**config.mk**
```make
export PLATFORM = sky130hd
export DESIGN_NAME = keyed_ledger_accumulate_table
export DESIGN_NICKNAME = d
export VERILOG_FILES = /design/src/hdl/klat_pkg.sv /design/src/hdl/keyed_ledger_accumulate_table.sv
export SDC_FILE = /design/constraint.sdc
export NUM_CORES = 2
export LEC_CHECK = 0
export BUFFER_PORTS_ARGS = -buffer_cell sky130_fd_sc_hd__buf_2
export CAP_MARGIN = 20
export CORE_ASPECT_RATIO = 0.6
export CORE_MARGIN = 2
export CORE_UTILIZATION = 57
export DETAILED_ROUTE_END_ITERATION = 7
export PLACE_DENSITY_LB_ADDON = 0.12
export SYNTH_ARGS = -nofsm -noshare
export SYNTH_HDL_FRONTEND = slang
export SYNTH_SLANG_ARGS = --single-unit
```
**constraint.sdc**
```tcl
create_clock -name clk_i -period 7.4 [get_ports clk_i]
set_input_delay 1.11 -clock clk_i [delete_from_list [all_inputs] [get_ports clk_i]]
set_output_delay 1.11 -clock clk_i [all_outputs]
set_load 0.005 [all_outputs]
```
**src/hdl/klat_pkg.sv**
```systemverilog
`timescale 1ns / 1ps
// ----------------------------------------------------------------------------
// klat_pkg
// Shared sizes, entry layout and outcome codes for the keyed ledger table.
// ----------------------------------------------------------------------------
package klat_pkg;

  localparam int TABLE_DEPTH = 16;
  localparam int OBJECT_BITS = 16;

  localparam int KIND_W   = 8;
  localparam int OBJ_IN_W = 16;
  localparam int VAL_W    = 32;
  localparam int PART_W   = 8;
  localparam int SLOT_W   = 4;
  localparam int COUNT_W  = 5;

  localparam int OBJ_USE_W = (OBJECT_BITS < OBJ_IN_W) ? OBJECT_BITS : OBJ_IN_W;
  localparam int KEY_W     = KIND_W + OBJECT_BITS;
  localparam int IDX_W     = (TABLE_DEPTH > 1) ? $clog2(TABLE_DEPTH) : 1;
  localparam int CNT_W     = $clog2(TABLE_DEPTH + 1);
  localparam int MEM_DEPTH = 2 * (1 << IDX_W);

  localparam int IN_DATA_W  = 96;
  localparam int OUT_DATA_W = 144;

  typedef enum logic [1:0] {
    OUT_MERGED   = 2'd0,
    OUT_APPENDED = 2'd1,
    OUT_REMOVED  = 2'd2,
    OUT_DROPPED  = 2'd3
  } outcome_e;

  typedef struct packed {
    logic [PART_W-1:0] partner;
    logic [VAL_W-1:0]  quantity;
    logic [VAL_W-1:0]  amount;
    logic [KEY_W-1:0]  key;
  } entry_t;

endpackage

```
**src/hdl/keyed_ledger_accumulate_table.sv**
```systemverilog
`timescale 1ns / 1ps
// ----------------------------------------------------------------------------
// keyed_ledger_accumulate_table
// Two keyed ledgers (income, expense) held in one synchronous table memory.
// Each item merges into a matching entry or appends one (dropped if the ledger
// is full); expense entries that reach zero are removed, the tail moves up.
// ----------------------------------------------------------------------------
//  channel  | dir | tdata                                   | tuser
//  s_axis   | in  | kind, object, amount, quantity, partner | action
//  m_axis   | out | sums, slot, entry amount/qty, count     | outcome
//
//  One item at a time. The key scan reads one entry per cycle, and a removal
//  moves each later entry up one per cycle, so scan and move together visit
//  each entry once; an empty ledger skips the scan. tready returns with the
//  result. Reset clears totals, fill counts, control and result registers;
//  table contents are undefined until written. A stalled result waits in the
//  output register; the item behind it runs and then waits until the register
//  frees.
// ----------------------------------------------------------------------------
module keyed_ledger_accumulate_table
  import klat_pkg::*;
(
  input  logic                  clk_i,
  input  logic                  rst_ni,
  input  logic                  s_axis_tvalid_i,
  output logic                  s_axis_tready_o,
  // txn_kind, object_key, amount, quantity, partner_id
  input  logic [IN_DATA_W-1:0]  s_axis_tdata_i,
  // action
  input  logic [0:0]            s_axis_tuser_i,
  output logic                  m_axis_tvalid_o,
  input  logic                  m_axis_tready_i,
  // income_sum, expense_sum, slot, entry_amount, entry_quantity, entry_count, zero pad
  output logic [OUT_DATA_W-1:0] m_axis_tdata_o,
  // outcome
  output logic [1:0]            m_axis_tuser_o
);

  typedef enum logic [2:0] {
    ST_IDLE, ST_SCAN, ST_MERGE, ST_SHIFT, ST_APPEND, ST_RESULT
  } state_e;

  state_e state_q;

  logic             ledger_q;
  logic [KEY_W-1:0] key_q;
  logic [VAL_W-1:0] amt_q, qty_q;
  logic [PART_W-1:0] part_q;
  logic [CNT_W-1:0] n_q;
  logic [IDX_W-1:0] idx_q;
  logic [VAL_W-1:0] inc_total_q, exp_total_q;
  logic [CNT_W-1:0] used_q [2];

  logic [SLOT_W-1:0] res_slot_q;
  outcome_e          res_outcome_q;
  logic [VAL_W-1:0]  res_amt_q, res_qty_q;

  logic                  m_valid_q;
  logic [OUT_DATA_W-1:0] m_data_q;
  logic [1:0]            m_user_q;

  // table memory, address is {ledger, index}
  entry_t mem_q [MEM_DEPTH];
  entry_t rd_data_q;
  logic   rd_en, wr_en;
  logic   [IDX_W:0] rd_addr, wr_addr;
  entry_t wr_data;

  // input unpacking
  logic              in_action;
  logic [KIND_W-1:0] in_kind;
  logic [OBJ_IN_W-1:0] in_obj;
  logic [VAL_W-1:0]  in_amt, in_qty;
  logic [PART_W-1:0] in_part;
  logic [KEY_W-1:0]  in_key;
  logic              in_acc;

  assign in_action = s_axis_tuser_i[0];
  assign in_kind   = s_axis_tdata_i[7:0];
  assign in_obj    = s_axis_tdata_i[23:8];
  assign in_amt    = s_axis_tdata_i[55:24];
  assign in_qty    = s_axis_tdata_i[87:56];
  assign in_part   = s_axis_tdata_i[95:88];
  assign in_key    = {in_kind, OBJECT_BITS'(in_obj[OBJ_USE_W-1:0])};

  assign s_axis_tready_o = (state_q == ST_IDLE);
  assign in_acc          = s_axis_tvalid_i && s_axis_tready_o;

  // scan and merge datapath
  logic             hit;
  logic [CNT_W-1:0] idx_ext, idx_nxt, idx_nxt2;
  logic [VAL_W-1:0] sum_amt, sum_qty;
  logic             gone;

  assign hit      = (rd_data_q.key == key_q);
  assign idx_ext  = CNT_W'(idx_q);
  assign idx_nxt  = idx_ext + CNT_W'(1);
  assign idx_nxt2 = idx_ext + CNT_W'(2);
  assign sum_amt  = rd_data_q.amount + amt_q;
  assign sum_qty  = rd_data_q.quantity + qty_q;
  assign gone     = ledger_q && (sum_amt == '0) && (sum_qty == '0);

  always_comb begin
    rd_en   = 1'b0;
    rd_addr = {ledger_q, idx_q};
    wr_en   = 1'b0;
    wr_addr = {ledger_q, idx_q};
    wr_data = rd_data_q;
    unique case (state_q)
      ST_IDLE: begin
        rd_en   = in_acc && (used_q[in_action] != '0);
        rd_addr = {in_action, {IDX_W{1'b0}}};
      end
      ST_SCAN: begin
        rd_en   = !hit && (idx_nxt < n_q);
        rd_addr = {ledger_q, IDX_W'(idx_nxt)};
      end
      ST_MERGE: begin
        wr_en           = !gone;
        wr_data.amount   = sum_amt;
        wr_data.quantity = sum_qty;
        rd_en   = gone && (idx_nxt < n_q);
        rd_addr = {ledger_q, IDX_W'(idx_nxt)};
      end
      ST_SHIFT: begin
        // rd_data_q holds the entry after idx_q
        wr_en   = 1'b1;
        rd_en   = (idx_nxt2 < n_q);
        rd_addr = {ledger_q, IDX_W'(idx_nxt2)};
      end
      ST_APPEND: begin
        wr_en   = (n_q < CNT_W'(TABLE_DEPTH));
        wr_addr = {ledger_q, IDX_W'(n_q)};
        wr_data = '{partner: part_q, quantity: qty_q, amount: amt_q, key: key_q};
      end
      ST_RESULT: begin
      end
      default: begin
      end
    endcase
  end

  always_ff @(posedge clk_i) begin
    if (wr_en) begin
      mem_q[wr_addr] <= wr_data;
    end
    if (rd_en) begin
      rd_data_q <= mem_q[rd_addr];
    end
  end

  always_ff @(posedge clk_i or negedge rst_ni) begin
    if (!rst_ni) begin
      state_q       <= ST_IDLE;
      ledger_q      <= 1'b0;
      key_q         <= '0;
      amt_q         <= '0;
      qty_q         <= '0;
      part_q        <= '0;
      n_q           <= '0;
      idx_q         <= '0;
      inc_total_q   <= '0;
      exp_total_q   <= '0;
      used_q[0]     <= '0;
      used_q[1]     <= '0;
      res_slot_q    <= '0;
      res_outcome_q <= OUT_DROPPED;
      res_amt_q     <= '0;
      res_qty_q     <= '0;
      m_valid_q     <= 1'b0;
      m_data_q      <= '0;
      m_user_q      <= '0;
    end else begin
      // the result state refills the register itself
      if (m_valid_q && m_axis_tready_i && (state_q != ST_RESULT)) begin
        m_valid_q <= 1'b0;
      end
      unique case (state_q)
        ST_IDLE: begin
          if (in_acc) begin
            ledger_q <= in_action;
            key_q    <= in_key;
            amt_q    <= in_amt;
            qty_q    <= in_qty;
            part_q   <= in_part;
            n_q      <= used_q[in_action];
            idx_q    <= '0;
            if (in_action) begin
              exp_total_q <= exp_total_q + in_amt;
            end else begin
              inc_total_q <= inc_total_q + in_amt;
            end
            state_q <= (used_q[in_action] == '0) ? ST_APPEND : ST_SCAN;
          end
        end
        ST_SCAN: begin
          if (hit) begin
            state_q <= ST_MERGE;
          end else if (idx_nxt < n_q) begin
            idx_q <= IDX_W'(idx_nxt);
          end else begin
            state_q <= ST_APPEND;
          end
        end
        ST_MERGE: begin
          res_slot_q <= SLOT_W'(idx_q);
          res_amt_q  <= sum_amt;
          res_qty_q  <= sum_qty;
          if (gone) begin
            res_outcome_q    <= OUT_REMOVED;
            used_q[ledger_q] <= n_q - CNT_W'(1);
            state_q <= (idx_nxt < n_q) ? ST_SHIFT : ST_RESULT;
          end else begin
            res_outcome_q <= OUT_MERGED;
            state_q       <= ST_RESULT;
          end
        end
        ST_SHIFT: begin
          if (idx_nxt2 < n_q) begin
            idx_q <= IDX_W'(idx_nxt);
          end else begin
            state_q <= ST_RESULT;
          end
        end
        ST_APPEND: begin
          if (n_q < CNT_W'(TABLE_DEPTH)) begin
            res_outcome_q    <= OUT_APPENDED;
            res_slot_q       <= SLOT_W'(n_q);
            res_amt_q        <= amt_q;
            res_qty_q        <= qty_q;
            used_q[ledger_q] <= n_q + CNT_W'(1);
          end else begin
            res_outcome_q <= OUT_DROPPED;
            res_slot_q    <= '0;
            res_amt_q     <= '0;
            res_qty_q     <= '0;
          end
          state_q <= ST_RESULT;
        end
        ST_RESULT: begin
          if (!m_valid_q || m_axis_tready_i) begin
            m_valid_q <= 1'b1;
            m_user_q  <= res_outcome_q;
            m_data_q  <= {7'd0, COUNT_W'(used_q[ledger_q]), res_qty_q, res_amt_q,
                          res_slot_q, exp_total_q, inc_total_q};
            state_q   <= ST_IDLE;
          end
        end
        default: begin
          state_q <= ST_IDLE;
        end
      endcase
    end
  end

  assign m_axis_tvalid_o = m_valid_q;
  assign m_axis_tdata_o  = m_data_q;
  assign m_axis_tuser_o  = m_user_q;

endmodule
```
==> run_results.csv <==
group,metric,value,unit
clocking,insertion_delay,0.88,ns
critical_path,crit_type,"flop to flop",
logic_synthesis,yosysTopAreaCellShare,63.6,%
logic_synthesis,yosysTopAreaCell,"edfxtp_1",
sta,period_share,91.6,%
drt,vias_per_cell,6.36,
run,max-cap-violations,0,
logic_synthesis,synth_cells,10800,
drt,route.detailed.drc,0,
outcome,status,"complete, no violations",
logic_synthesis,yosys_warnings,0,
critical_path,required,7.88,ns
floorplanning,die-width,637,um
place,gp_congestion,0.945,
sta,rsz0062_at_grt,"no",
logic_synthesis,synth_cell_type_count,90,
layout,nets,11100,
sta,final_max_slew_viol_count,0,
clocking,cts-root-buf,"clkbuf_16",
global_routing,grt_max_degree,189,
clocking,ctsHoldBuffers,0,
clocking,cts_setup_buffers,0,
logic_synthesis,ys_seq_area_share,70.6,%
critical_path,cp_max_fo,36,
critical_path,cp_num_buf_inv,1,
global_routing,grt_overflow,0,
drt,wl_per_cell,27.3,um
place,portBuffers,233,
power,p_total,75.9,mW
critical_path,cp.arrival,7.26,ns
layout,drive_gt1_share,10.9,%
sta,skew,0.0435,ns
clocking,cts.sinks,3289,
critical_path,reg2reg_slack,0.62,ns
floorplanning,start_util,57.3,%
clocking,htreeDepth,5,
critical_path,worst_path_max_delay_cell,"nor2_4",
critical_path,crit_path_end_kind,"flop",
critical_path,crit_chain,"ha_1, nand3_1, nor4_1, nor3_1, a21oi_2, xor2_1, and4b_1, nand4_1, nor4_1, nand4_1, o311ai_1, o31a_2, nor2_4, buf_4",
sta,min_period,6.78,ns
global_routing,gr-usage-all-layers,31.2,%
logic_synthesis,synth_area_leaders,"edfxtp_1, nand2_1, dfrtp_1",
logic_synthesis,ys_ff_latch,3289,
sta,setup_viol,0,
power,pwr_density_cell,495,mW/mm^2
sta,hold_viol_final,0,
logic_synthesis,avgSynthCellArea,12.7,um^2
sta,max_clock_freq,147,MHz
critical_path,crit_family,"simple AND/OR/NAND/NOR gates",
floorplanning,core,0.239,mm^2
drt,first_pass_iters,6,
critical_path,worstReg2RegEnd,"mem_q[0][20]",
sta,max-slew-margin-rel,24.0,%
floorplanning,ios,249,
clocking,cts_buffer_depth,4,
clocking,clk_pin_slew,0.07,ns
place,dp_hpwl,201000,um
logic_synthesis,synthArstFlopShare,11.7,%
layout,area_delta_synth_final,11.8,%
global_routing,grt_pass1_vias,84900,
critical_path,worstReg2RegStart,"qty_q[8]",
power,vdd_drop_max,0.482,mV
logic_synthesis,synth.most_common_cell,"nand2_1",
critical_path,r2r_cells,14,
global_routing,grt_pass1_wl,568000,um
logic_synthesis,synth_edf_count,2904,
logic_synthesis,ys_top_cells_by_count,"nand2_1, edfxtp_1, nand3_1",
logic_synthesis,ys.flop_type,"edfxtp_1",
drt,ant_nets,0,
logic_synthesis,syn_area,0.137,mm^2
clocking,cts_tree,"done",
floorplanning,die_h,384,um
sta,setup-tns-final,0,ns
hold_path,timing.hold.worst.class,"primary input to asynchronous set/reset pin",
critical_path,startpoint,"qty_q[8]",
clocking,post_cts_resized,0,
global_routing,antenna_found_initial,7,
floorplanning,die_area,0.245,mm^2
floorplanning,rows,139,
critical_path,critPathLaunchType,"flop",
power,cellLeakagePower,55.5,nW
drt,route.vias.total,90500,
drt,drt-initial-drc-count,12000,
sta,worst_slew_pin_slew,1.13,ns
critical_path,critPathMaxStageDelay,0.88,ns
drt,routed_wirelength,388000,um
clocking,numCtsBuffers,302,
worst max path at each step:
stage	endpoint	slack (ns)	cells past startpoint
final	mem_q[0][20]	0.62	14
after global routing	mem_q[0][18]	0.48	15
after CTS	mem_q[0][18]	0.87	15
after detailed placement	mem_q[0][18]	0.89	15
after global placement	mem_q[0][18]	0.96	15
after floorplan	mem_q[19][0]	-0.40	13
sequential cells by signal, summed over array words and instances, names as in the netlist, named ones only:
| name | cells |
|---|---|
| mem_q | 2816 |
| m_axis_tdata_o | 137 |
| rd_data_q | 88 |
| amt_q | 32 |
| exp_total_q | 32 |
| inc_total_q | 32 |
| qty_q | 32 |
| res_amt_q | 32 |
| res_qty_q | 32 |
| key_q | 24 |
| used_q | 8 |
| n_q | 5 |
| idx_q | 4 |
| res_slot_q | 4 |
| state_q | 3 |
| m_axis_tuser_o | 2 |
| res_outcome_q | 2 |
| ledger_q | 1 |
| m_axis_tvalid_o | 1 |
stage by stage:
stage / instances / setup WS, ns / instance area, um^2 / utilization [%] / hold WS (ns)
6_report: 14200 / 0.620 / 153000 / 64.1 / 0.185
3_3_place_gp: 13600 / 0.960 / 142000 / 59.5 / 0.458
4_1_cts: 14200 / 0.867 / 152000 / 63.6 / 0.167
3_5_place_dp: 13600 / 0.889 / 142000 / 59.6 / 0.470
5_1_grt: 14200 / 0.478 / 153000 / 64.1 / 0.198
2_1_floorplan: 10800 / -0.404 / 137000 / - / 0.436
placed cells by master (no fill, tap or decap), types with 21 or more instances in the layout:
master        n
a311oi_1    528
a221o_1     107
a22oi_1      22
nand4_1      31
clkinv_1     56
buf_12       76
nand3_1     757
edfxtp_1   2904
nor3_1       29
a211oi_1     97
buf_16       34
xor2_1       69
mux2_2      231
clkinv_2     48
bufinv_16    32
a31oi_1     198
a21o_1      140
nand2_1    3120
nand2b_1     21
nor2_1      128
a21oi_1     222
and2_1       23
buf_4       124
buf_2       232
ha_1        136
inv_1        39
o21ai_0     136
and3_1      369
clkbuf_16   314
xnor2_1      75
clkbuf_1     65
dfrtp_1     383
cell type report:
type                            count  area (um^2)
Sequential cell                  3289        96800
Multi-Input combinational cell   6712        37800
Tap cell                         3172         3970
Fill cell                       17500        85900
Timing Repair Buffer              476         4760
Antenna cell                        3         7.51
Clock buffer                      377         8000
Clock inverter                    163         1680
Inverter                           42          158
where the power goes:
group          switching [mW]  internal (mW)
clock                    6.86           8.82
sequential               1.03           25.4
combinational            23.0           10.7
total                    30.9           44.9
logic make-up after synthesis:
logic type | count (synthesis) | synth area share (%)
AOI/OAI and AO/OA | 1597 | 8.65
and+or+nand+nor | 4573 | 14.3
other | 1 | 0.00274
xor gates and xnor gates | 145 | 0.936
muxes | 250 | 2.05
buffers and inverters | 779 | 2.18
adders and majority gates | 140 | 1.30
DFF | 3289 | 70.6
metal layers:
metal	wire (um)	up-vias	share of wire [%]	global-route usage, %
met1	169000	45300	44	48.1
met5	0	-	0	0
met4	12100	0	3.1	9.29
li1	-	40100	-	-
met2	169000	4501	43	45.4
met3	38500	608	9.9	5.91
worst reg2reg max path, cell delays in order (launching register included):
cell	delay [ns]
dfrtp_1	0.40
ha_1	0.52
nand3_1	0.14
nor4_1	0.69
nor3_1	0.28
a21oi_2	0.24
xor2_1	0.70
and4b_1	0.43
nand4_1	0.16
nor4_1	0.06
nand4_1	0.32
o311ai_1	0.16
o31a_2	0.52
nor2_4	0.89
buf_4	0.84
No activity file was read; power rests on OpenSTA's default activity.
